`src/sv/rau_pkg.sv`:
```
// Shared types and constants for the rational arithmetic unit.
// No dependencies; used by rau_ctrl, rau_dp and rational_arithmetic_unit_core.
package rau_pkg;

    localparam int OPERAND_WIDTH_DEF = 16;

    localparam logic [2:0] CMD_ADD = 3'd0;
    localparam logic [2:0] CMD_SUB = 3'd1;
    localparam logic [2:0] CMD_MUL = 3'd2;
    localparam logic [2:0] CMD_DIV = 3'd3;
    localparam logic [2:0] CMD_CMP = 3'd4;
    localparam logic [2:0] CMD_RED = 3'd5;

    localparam logic [1:0] ORD_LT = 2'd0;
    localparam logic [1:0] ORD_EQ = 2'd1;
    localparam logic [1:0] ORD_GT = 2'd2;

    // controller -> datapath
    typedef struct packed {
        logic       load;
        logic       mul_en;
        logic [1:0] mul_sel;
        logic       norm;
        logic       gcd_init;
        logic       gcd_step;
        logic       div_init;
        logic       div_step;
        logic       out_load;
    } rau_cmd_t;

    // datapath -> controller
    typedef struct packed {
        logic bad_cmd;
        logic is_cmp;
        logic gcd_done;
    } rau_sts_t;

endpackage

```
`src/sv/rau_ctrl.sv`:
```
// Sequencer for the rational arithmetic unit: multiply, normalize, gcd, divide, output.
// Depends on rau_pkg.
module rau_ctrl #(
    parameter int OPERAND_WIDTH = rau_pkg::OPERAND_WIDTH_DEF
) (
    input  logic              aclk,
    input  logic              aresetn,
    input  logic              s_tvalid,
    output logic              s_tready,
    output logic              m_tvalid,
    input  logic              m_tready,
    input  rau_pkg::rau_sts_t sts,
    output rau_pkg::rau_cmd_t cmd
);
    import rau_pkg::*;

    localparam int MW = 2 * OPERAND_WIDTH + 2;
    localparam int CW = $clog2(MW);

    localparam logic [2:0] S_IDLE  = 3'd0;
    localparam logic [2:0] S_MUL   = 3'd1;
    localparam logic [2:0] S_NORM  = 3'd2;
    localparam logic [2:0] S_GINIT = 3'd3;
    localparam logic [2:0] S_GCD   = 3'd4;
    localparam logic [2:0] S_DINIT = 3'd5;
    localparam logic [2:0] S_DIV   = 3'd6;
    localparam logic [2:0] S_OUT   = 3'd7;

    logic [2:0]    state_reg, state_next;
    logic [CW-1:0] cnt_reg, cnt_next;
    logic          m_tvalid_reg, m_tvalid_next;

    always_comb begin
        state_next = state_reg;
        cnt_next   = cnt_reg;
        cmd        = '0;
        s_tready   = 1'b0;
        cmd.mul_sel = cnt_reg[1:0];
        case (state_reg)
            S_IDLE: begin
                s_tready = 1'b1;
                cnt_next = '0;
                if (s_tvalid) begin
                    cmd.load   = 1'b1;
                    state_next = S_MUL;
                end
            end
            S_MUL: begin
                if (sts.bad_cmd) begin
                    state_next = S_OUT;
                end else begin
                    cmd.mul_en = 1'b1;
                    cnt_next   = cnt_reg + CW'(1);
                    if (cnt_reg[1:0] == 2'd2) begin
                        cnt_next   = '0;
                        state_next = sts.is_cmp ? S_OUT : S_NORM;
                    end
                end
            end
            S_NORM: begin
                cmd.norm   = 1'b1;
                state_next = S_GINIT;
            end
            S_GINIT: begin
                cmd.gcd_init = 1'b1;
                state_next   = S_GCD;
            end
            S_GCD: begin
                if (sts.gcd_done) begin
                    state_next = S_DINIT;
                end else begin
                    cmd.gcd_step = 1'b1;
                end
            end
            S_DINIT: begin
                cmd.div_init = 1'b1;
                cnt_next     = '0;
                state_next   = S_DIV;
            end
            S_DIV: begin
                cmd.div_step = 1'b1;
                cnt_next     = cnt_reg + CW'(1);
                if (cnt_reg == CW'(MW - 1)) begin
                    state_next = S_OUT;
                end
            end
            S_OUT: begin
                if (!m_tvalid_reg || m_tready) begin
                    cmd.out_load = 1'b1;
                    state_next   = S_IDLE;
                end
            end
            default: begin
                state_next = S_IDLE;
            end
        endcase
        if (cmd.out_load) begin
            m_tvalid_next = 1'b1;
        end else if (m_tready) begin
            m_tvalid_next = 1'b0;
        end else begin
            m_tvalid_next = m_tvalid_reg;
        end
    end

    always_ff @(posedge aclk) begin
        if (!aresetn) begin
            state_reg    <= S_IDLE;
            cnt_reg      <= '0;
            m_tvalid_reg <= 1'b0;
        end else begin
            state_reg    <= state_next;
            cnt_reg      <= cnt_next;
            m_tvalid_reg <= m_tvalid_next;
        end
    end

    assign m_tvalid = m_tvalid_reg;

endmodule

```
`src/sv/rau_dp.sv`:
```
// Datapath for the rational arithmetic unit: operand fixup, shared multiplier,
// binary gcd and two restoring dividers. Depends on rau_pkg.
module rau_dp #(
    parameter int OPERAND_WIDTH = rau_pkg::OPERAND_WIDTH_DEF
) (
    input  logic                          aclk,
    input  logic [2:0]                    in_cmd,
    input  logic [OPERAND_WIDTH-1:0]      in_num_a,
    input  logic [OPERAND_WIDTH-1:0]      in_den_a,
    input  logic [OPERAND_WIDTH-1:0]      in_num_b,
    input  logic [OPERAND_WIDTH-1:0]      in_den_b,
    input  rau_pkg::rau_cmd_t             cmd,
    output rau_pkg::rau_sts_t             sts,
    output logic [2*OPERAND_WIDTH:0]      res_num,
    output logic [2*OPERAND_WIDTH-2:0]    res_den,
    output logic [1:0]                    order,
    output logic                          fixed_up
);
    import rau_pkg::*;

    localparam int W  = OPERAND_WIDTH;
    localparam int OW = W + 1;          // operand after negation
    localparam int MW = 2 * W + 2;      // product and magnitude width
    localparam int KW = $clog2(MW + 1);

    localparam logic signed [OW-1:0] ONE  = OW'(1);
    localparam logic signed [OW-1:0] ZERO = '0;

    // operand fixup
    logic signed [OW-1:0] na, da, nb, db, na_c, da_c, nb_c, db_c;
    logic                 bad, da_z, db_z, nb_z;
    logic signed [OW-1:0] a_sel [3];
    logic signed [OW-1:0] b_sel [3];

    always_comb begin
        bad  = (in_cmd > CMD_RED);
        da_z = (in_den_a == '0);
        db_z = (in_den_b == '0) && (in_cmd != CMD_RED);
        nb_z = (in_num_b == '0) && (in_cmd == CMD_DIV);
        na = signed'({in_num_a[W-1], in_num_a});
        da = da_z ? ONE : signed'({in_den_a[W-1], in_den_a});
        nb = nb_z ? ONE : signed'({in_num_b[W-1], in_num_b});
        db = db_z ? ONE : signed'({in_den_b[W-1], in_den_b});
        na_c = da[OW-1] ? -na : na;
        da_c = da[OW-1] ? -da : da;
        nb_c = db[OW-1] ? -nb : nb;
        db_c = db[OW-1] ? -db : db;
        case (in_cmd)
            CMD_ADD, CMD_SUB: begin
                a_sel[0] = na;   b_sel[0] = db;
                a_sel[1] = da;   b_sel[1] = nb;
                a_sel[2] = da;   b_sel[2] = db;
            end
            CMD_MUL: begin
                a_sel[0] = na;   b_sel[0] = nb;
                a_sel[1] = ZERO; b_sel[1] = ZERO;
                a_sel[2] = da;   b_sel[2] = db;
            end
            CMD_DIV: begin
                a_sel[0] = na;   b_sel[0] = db;
                a_sel[1] = ZERO; b_sel[1] = ZERO;
                a_sel[2] = da;   b_sel[2] = nb;
            end
            CMD_CMP: begin
                a_sel[0] = na_c; b_sel[0] = db_c;
                a_sel[1] = nb_c; b_sel[1] = da_c;
                a_sel[2] = ONE;  b_sel[2] = ONE;
            end
            default: begin
                a_sel[0] = na;   b_sel[0] = ONE;
                a_sel[1] = ZERO; b_sel[1] = ZERO;
                a_sel[2] = da;   b_sel[2] = ONE;
            end
        endcase
    end

    logic signed [OW-1:0] a_reg [3];
    logic signed [OW-1:0] b_reg [3];
    logic [2:0]           cmd_reg;
    logic                 fix_reg;
    logic signed [MW-1:0] p_reg [3];
    logic signed [MW-1:0] prod;

    assign prod = MW'(a_reg[cmd.mul_sel] * b_reg[cmd.mul_sel]);

    always_ff @(posedge aclk) begin
        if (cmd.load) begin
            a_reg   <= a_sel;
            b_reg   <= b_sel;
            cmd_reg <= in_cmd;
            fix_reg <= !bad && (da_z || db_z || nb_z);
        end
        if (cmd.mul_en) begin
            p_reg[cmd.mul_sel] <= prod;
        end
    end

    // sign to numerator, magnitudes
    logic signed [MW-1:0] sum_w, nn, dd;
    logic        [MW-1:0] n_mag_w;
    logic        [MW-1:0] n_mag_reg, d_mag_reg;
    logic                 neg_reg, zero_reg;

    always_comb begin
        sum_w   = (cmd_reg == CMD_SUB) ? p_reg[0] - p_reg[1] : p_reg[0] + p_reg[1];
        nn      = p_reg[2][MW-1] ? -sum_w : sum_w;
        dd      = p_reg[2][MW-1] ? -p_reg[2] : p_reg[2];
        n_mag_w = nn[MW-1] ? unsigned'(-nn) : unsigned'(nn);
    end

    always_ff @(posedge aclk) begin
        if (cmd.norm) begin
            n_mag_reg <= n_mag_w;
            d_mag_reg <= unsigned'(dd);
            neg_reg   <= nn[MW-1];
            zero_reg  <= (nn == '0);
        end
    end

    // binary gcd, one step per cycle
    logic [MW-1:0] x_reg, y_reg;
    logic [KW-1:0] k_reg;
    logic [MW-1:0] g_w;

    always_ff @(posedge aclk) begin
        if (cmd.gcd_init) begin
            x_reg <= n_mag_reg;
            y_reg <= d_mag_reg;
            k_reg <= '0;
        end else if (cmd.gcd_step) begin
            if (!x_reg[0] && !y_reg[0]) begin
                x_reg <= x_reg >> 1;
                y_reg <= y_reg >> 1;
                k_reg <= k_reg + KW'(1);
            end else if (!x_reg[0]) begin
                x_reg <= x_reg >> 1;
            end else if (!y_reg[0]) begin
                y_reg <= y_reg >> 1;
            end else if (x_reg >= y_reg) begin
                x_reg <= (x_reg - y_reg) >> 1;
            end else begin
                y_reg <= (y_reg - x_reg) >> 1;
            end
        end
    end

    assign sts.gcd_done = (x_reg == '0) || (y_reg == '0);
    assign sts.bad_cmd  = (cmd_reg > CMD_RED);
    assign sts.is_cmp   = (cmd_reg == CMD_CMP);
    // zero numerator keeps gcd one
    assign g_w = zero_reg ? MW'(1) : ((x_reg | y_reg) << k_reg);

    // two restoring dividers sharing the divisor
    logic [MW-1:0] g_reg, qn_reg, qd_reg;
    logic [MW:0]   rn_reg, rd_reg, rn_sh, rd_sh;
    logic          bn, bd;

    always_comb begin
        rn_sh = {rn_reg[MW-1:0], qn_reg[MW-1]};
        rd_sh = {rd_reg[MW-1:0], qd_reg[MW-1]};
        bn    = (rn_sh >= {1'b0, g_reg});
        bd    = (rd_sh >= {1'b0, g_reg});
    end

    always_ff @(posedge aclk) begin
        if (cmd.div_init) begin
            g_reg  <= g_w;
            qn_reg <= n_mag_reg;
            qd_reg <= d_mag_reg;
            rn_reg <= '0;
            rd_reg <= '0;
        end else if (cmd.div_step) begin
            rn_reg <= bn ? rn_sh - {1'b0, g_reg} : rn_sh;
            rd_reg <= bd ? rd_sh - {1'b0, g_reg} : rd_sh;
            qn_reg <= {qn_reg[MW-2:0], bn};
            qd_reg <= {qd_reg[MW-2:0], bd};
        end
    end

    // result register
    logic [MW-1:0] qn_s;
    assign qn_s = neg_reg ? -qn_reg : qn_reg;

    always_ff @(posedge aclk) begin
        if (cmd.out_load) begin
            res_num  <= '0;
            res_den  <= (2*W-1)'(1);
            order    <= ORD_LT;
            fixed_up <= fix_reg;
            if (cmd_reg == CMD_CMP) begin
                if (p_reg[0] < p_reg[1]) begin
                    order <= ORD_LT;
                end else if (p_reg[0] == p_reg[1]) begin
                    order <= ORD_EQ;
                end else begin
                    order <= ORD_GT;
                end
            end else if (cmd_reg <= CMD_RED) begin
                res_num <= qn_s[2*W:0];
                res_den <= qd_reg[2*W-2:0];
            end else begin
                fixed_up <= 1'b0;
            end
        end
    end

endmodule

```
`src/sv/rational_arithmetic_unit_core.sv`:
```
// Rational arithmetic unit: add, subtract, multiply, divide, compare, reduce.
// Sequence: compare runs the multiply steps, then output; unused codes leave the first
// multiply step for output; others add normalize, gcd loop and divide, and vary with the gcd loop.
// Throughput: one item at a time; s_tready is high only while the sequencer idles,
// so the next item enters at the earliest in the cycle after the result is loaded.
// Reset: aresetn synchronous active low, clears sequencer and m_tvalid. Uses rau_pkg.
module rational_arithmetic_unit_core #(
    parameter int OPERAND_WIDTH = rau_pkg::OPERAND_WIDTH_DEF
) (
    input  logic aclk,
    input  logic aresetn,
    input  logic s_tvalid,
    output logic s_tready,
    // cmd[2:0], num_a, den_a, num_b, den_b (W bits each), zero pad
    input  logic [((3 + 4*OPERAND_WIDTH + 7) / 8) * 8 - 1:0] s_tdata,
    output logic m_tvalid,
    input  logic m_tready,
    // res_num (2W+1), res_den (2W-1), order (2), zero pad
    output logic [((4*OPERAND_WIDTH + 2 + 7) / 8) * 8 - 1:0] m_tdata,
    // fixed_up
    output logic m_tuser
);
    import rau_pkg::*;

    localparam int W     = OPERAND_WIDTH;
    localparam int OUT_W = ((4*W + 2 + 7) / 8) * 8;

    rau_cmd_t cmd;
    rau_sts_t sts;

    logic [2*W:0]   res_num;
    logic [2*W-2:0] res_den;
    logic [1:0]     order;
    logic           fixed_up;

    // sequencer: one item in flight
    rau_ctrl #(.OPERAND_WIDTH(W)) u_ctrl (
        .aclk     (aclk),
        .aresetn  (aresetn),
        .s_tvalid (s_tvalid),
        .s_tready (s_tready),
        .m_tvalid (m_tvalid),
        .m_tready (m_tready),
        .sts      (sts),
        .cmd      (cmd)
    );

    // datapath: fields unpacked from tdata, lowest field first
    rau_dp #(.OPERAND_WIDTH(W)) u_dp (
        .aclk     (aclk),
        .in_cmd   (s_tdata[2:0]),
        .in_num_a (s_tdata[3 +: W]),
        .in_den_a (s_tdata[3 + W +: W]),
        .in_num_b (s_tdata[3 + 2*W +: W]),
        .in_den_b (s_tdata[3 + 3*W +: W]),
        .cmd      (cmd),
        .sts      (sts),
        .res_num  (res_num),
        .res_den  (res_den),
        .order    (order),
        .fixed_up (fixed_up)
    );

    assign m_tdata = OUT_W'({order, res_den, res_num});
    assign m_tuser = fixed_up;

`ifndef SYNTHESIS
    // reduced denominator is never zero
    a_den_nonzero: assert property (@(posedge aclk) disable iff (!aresetn)
        m_tvalid |-> (res_den != '0))
        else $error("zero result denominator");

    // compare results other than LT carry 0/1
    a_cmp_clean: assert property (@(posedge aclk) disable iff (!aresetn)
        (m_tvalid && (order != ORD_LT)) |-> ((res_num == '0) && (res_den == (2*W-1)'(1))))
        else $error("compare result not 0/1");

    // no second item taken right after one
    a_one_in_flight: assert property (@(posedge aclk) disable iff (!aresetn)
        (s_tvalid && s_tready) |=> !s_tready)
        else $error("item accepted while busy");
`endif

endmodule

```
`config.mk`:
```
export PLATFORM = sky130hd
export DESIGN_NAME = rational_arithmetic_unit_core
export DESIGN_NICKNAME = d
export VERILOG_FILES = /design/src/sv/rau_pkg.sv /design/src/sv/rau_ctrl.sv /design/src/sv/rau_dp.sv /design/src/sv/rational_arithmetic_unit_core.sv
export SDC_FILE = /design/constraint.sdc
export NUM_CORES = 2
export LEC_CHECK = 0
export ABC_AREA = 1
export BUFFER_PORTS_ARGS = -buffer_cell sky130_fd_sc_hd__buf_2
export CAP_MARGIN = 20
export CORE_MARGIN = 3
export CORE_UTILIZATION = 40
export DETAILED_ROUTE_END_ITERATION = 16
export GPL_TIMING_DRIVEN = 0
export HOLD_SLACK_MARGIN = 0.05
export PLACE_DENSITY = 0.64
export SYNTH_ARGS = -nofsm -noshare
export SYNTH_HDL_FRONTEND = slang
export SYNTH_HIERARCHICAL = 1
export SYNTH_SLANG_ARGS = --single-unit
```
`constraint.sdc`:
```
create_clock -name aclk -period 7 [get_ports aclk]
set_clock_uncertainty 0.15 [all_clocks]
set_input_delay 1.05 -clock aclk [delete_from_list [all_inputs] [get_ports aclk]]
set_output_delay 1.05 -clock aclk [all_outputs]
set_load 0.05 [all_outputs]
```
==> impl_metrics.json <==
{
  "outcome": "finished, final reports clean",
  "drt_iter0_drc": 4909,
  "cp.buffers_inverters": 11,
  "die_w_um": 374.6,
  "yosys.cell_count.top_type": "nand2_1",
  "antenna_left": 0,
  "core_area_mm2": 0.1341,
  "io_pins": 151,
  "synth_top_area_share_pct": 28.35,
  "clock-sinks": 597,
  "yosys-top-cells-count": "1,723 x nand2_1, 1,358 x inv_1, 602 x nor2_1",
  "drive_gt1_share_pct": 8.363,
  "crit_slowest_cell": "fa_1",
  "drc": 0,
  "worst_slew_pin_slew_ns": 1.151,
  "yosys.area.top_type": "edfxtp_1",
  "first_global_vias": 48320,
  "cts_tree": "done",
  "cp.arrival_ns": 7.11,
  "hold_class": "reg2reg",
  "grt_usage_pct": 26.46,
  "numCtsBuffers": 74,
  "placed_area_mm2": 0.05765,
  "cp_max_fo": 10,
  "yosys_warnings": 6,
  "crit_path_frequent_cell": "fa_1",
  "fmax_ghz": 0.1457,
  "ys.flop_type": "edfxtp_1",
  "cp-end-kind": "register",
  "crit_path_max_incr_delay_ns": 0.54,
  "vias": 49780,
  "finalInstanceArea_mm2": 0.06196,
  "final_hold_viol_count": 0,
  "crit_required_ns": 7.25,
  "rsz0062_at_grt": "true",
  "post_drt_wl_per_cell_um": 20.35,
  "fin_crit_ns": 6.865,
  "final_nets": 8204,
  "area_growth_syn_to_layout_pct": 14.04,
  "hold_buffers": 0,
  "startpoint_type": "register",
  "viasPerCell": 5.343,
  "postSynthCellCount": 7175,
  "largest_reg_flops": 102,
  "drt-total-wl_mm": 189.6,
  "syn_area_mm2": 0.05434,
  "htree_levels": 3,
  "path_delay_family": "adder cells",
  "place_congestion": 1.018,
  "hpwl_mm": 153.6,
  "layout_setup_ws_ns": 0.1354,
  "die_y_um": 374.6,
  "die_area_mm2": 0.1403,
  "rows": 134,
  "ctsLongestPathBuffers": 3,
  "portBuffers": 139,
  "drt_pass1_iterations": 6,
  "synth_cell_type_count": 67,
  "final_util_pct": 46.20,
  "path_class": "reg2reg",
  "antenna_found_initial": 4,
  "pre_cts_ws_ns": -1.844,
  "period_share_pct": 98.07,
  "dp.cells": 9106,
  "synth.area.top_cells": "edfxtp_1 28%, nand2_1 12%, fa_1 11%",
  "setup_violations": 0,
  "clock_latency_ns": 0.68,
  "slew_viol_final": 0,
  "synth_edf_count": 513,
  "rrSetupSlack_ns": 0.14,
  "seq_area_frac_synth_pct": 31.45,
  "maxCapViolations": 0,
  "grt_pass1_wl_mm": 285.0,
  "start_util_pct": 40.51,
  "grt_start_max_net_pins": 68,
  "syn-mean-instance-area_um2": 7.573,
  "fin_cells": 9316,
  "root_buffer": "clkbuf_16",
  "grt_overflow": 0,
  "ys_ff_latch": 597,
  "relSlewSlack_pct": 22.48,
  "clkTransAtPathRegs_ns": 0.06,
  "async_reset_ff_share_pct": 0
}
## final cells by class
class | count | area, µm²
diodes | 3 | 7.507
plain buffers | 220 | 1413
clock buffers | 90 | 1954
clock inverters | 44 | 573.1
fillers | 13410 | 72160
inverters | 1376 | 5192
multi-input cells | 4984 | 31870
flip-flops and latches | 597 | 17090
well taps | 1768 | 2212
repair buffers | 234 | 1650
## tightest hold or removal path: cells and delay by family (launching register included)
kind          cells  cell delay, ns
flops             1            0.32
simple gates      2            0.10
## layer usage
layer	wire length [µm]	global-route usage, %	vias up
met5	0	0	-
li1	-	-	23650
met4	8701	11.00	0
met3	13480	3.327	415
met1	80100	35.26	23710
met2	87350	43.51	2003
## metrics by stage
| step | hold slack [ns] | setup TNS [ns] |
|---|---|---|
| 6_report | 0.3228 | 0 |
| 5_1_grt | 0.3383 | -1.677 |
| 2_1_floorplan | 0.2935 | 0 |
| 4_1_cts | 0.3243 | 0 |
| 3_5_place_dp | 0.3109 | -75.31 |
| 3_3_place_gp | 0.3150 | -281.32 |
## worst paths after layout
check                                       start  cells after the start                end
worst max register to register  u_ctrl/cnt_reg[0]                     31  u_dp/p_reg[0][29]
worst min register to register    u_dp/rn_reg[31]                      2    u_dp/rn_reg[31]
worst max-delay path            u_ctrl/cnt_reg[0]                     31  u_dp/p_reg[0][29]
worst min-delay path              u_dp/rn_reg[31]                      2    u_dp/rn_reg[31]
## cells in the final DEF (no fill, tap or decap), drive strengths merged, types with 31 or more instances in the layout
cell type,n
edfxtp,513
o211ai,42
dfxtp,84
ha,339
inv,1373
fa,302
o21ai,434
nand3,292
a21oi,453
nor2,621
o22ai,41
nand2,1748
clkinv,32
buf,293
clkbuf,251
xor2,149
nor3,164
nand4,49
nor4,31
xnor2,72
## what timing repair did
item	4_1_cts	5_1_grt
gates cloned	3	0
resized for setup	205	84
buffers inserted	39	34
pin swaps	21	36
endpoints found under the setup margin	72	36
## logic make-up (layout without fill, tap and decap cells)
| group | after synthesis | in the layout | synth area share [%] |
|---|---|---|---|
| and+or+nand+nor | 2948 | 2948 | 22.46 |
| buffers and inverters | 1599 | 1964 | 11.27 |
| AOI/OAI and AO/OA | 1143 | 1143 | 11.82 |
| adders and majority gates | 641 | 641 | 18.93 |
| DFF | 597 | 597 | 31.45 |
| xor gates and xnor gates | 221 | 221 | 3.604 |
| muxes | 25 | 25 | 0.4605 |
| other | 1 | 9 | 0.006902 |
Power is not shown: default switching activity piles up to over one toggle a cycle in this logic, so the estimate is an artifact.
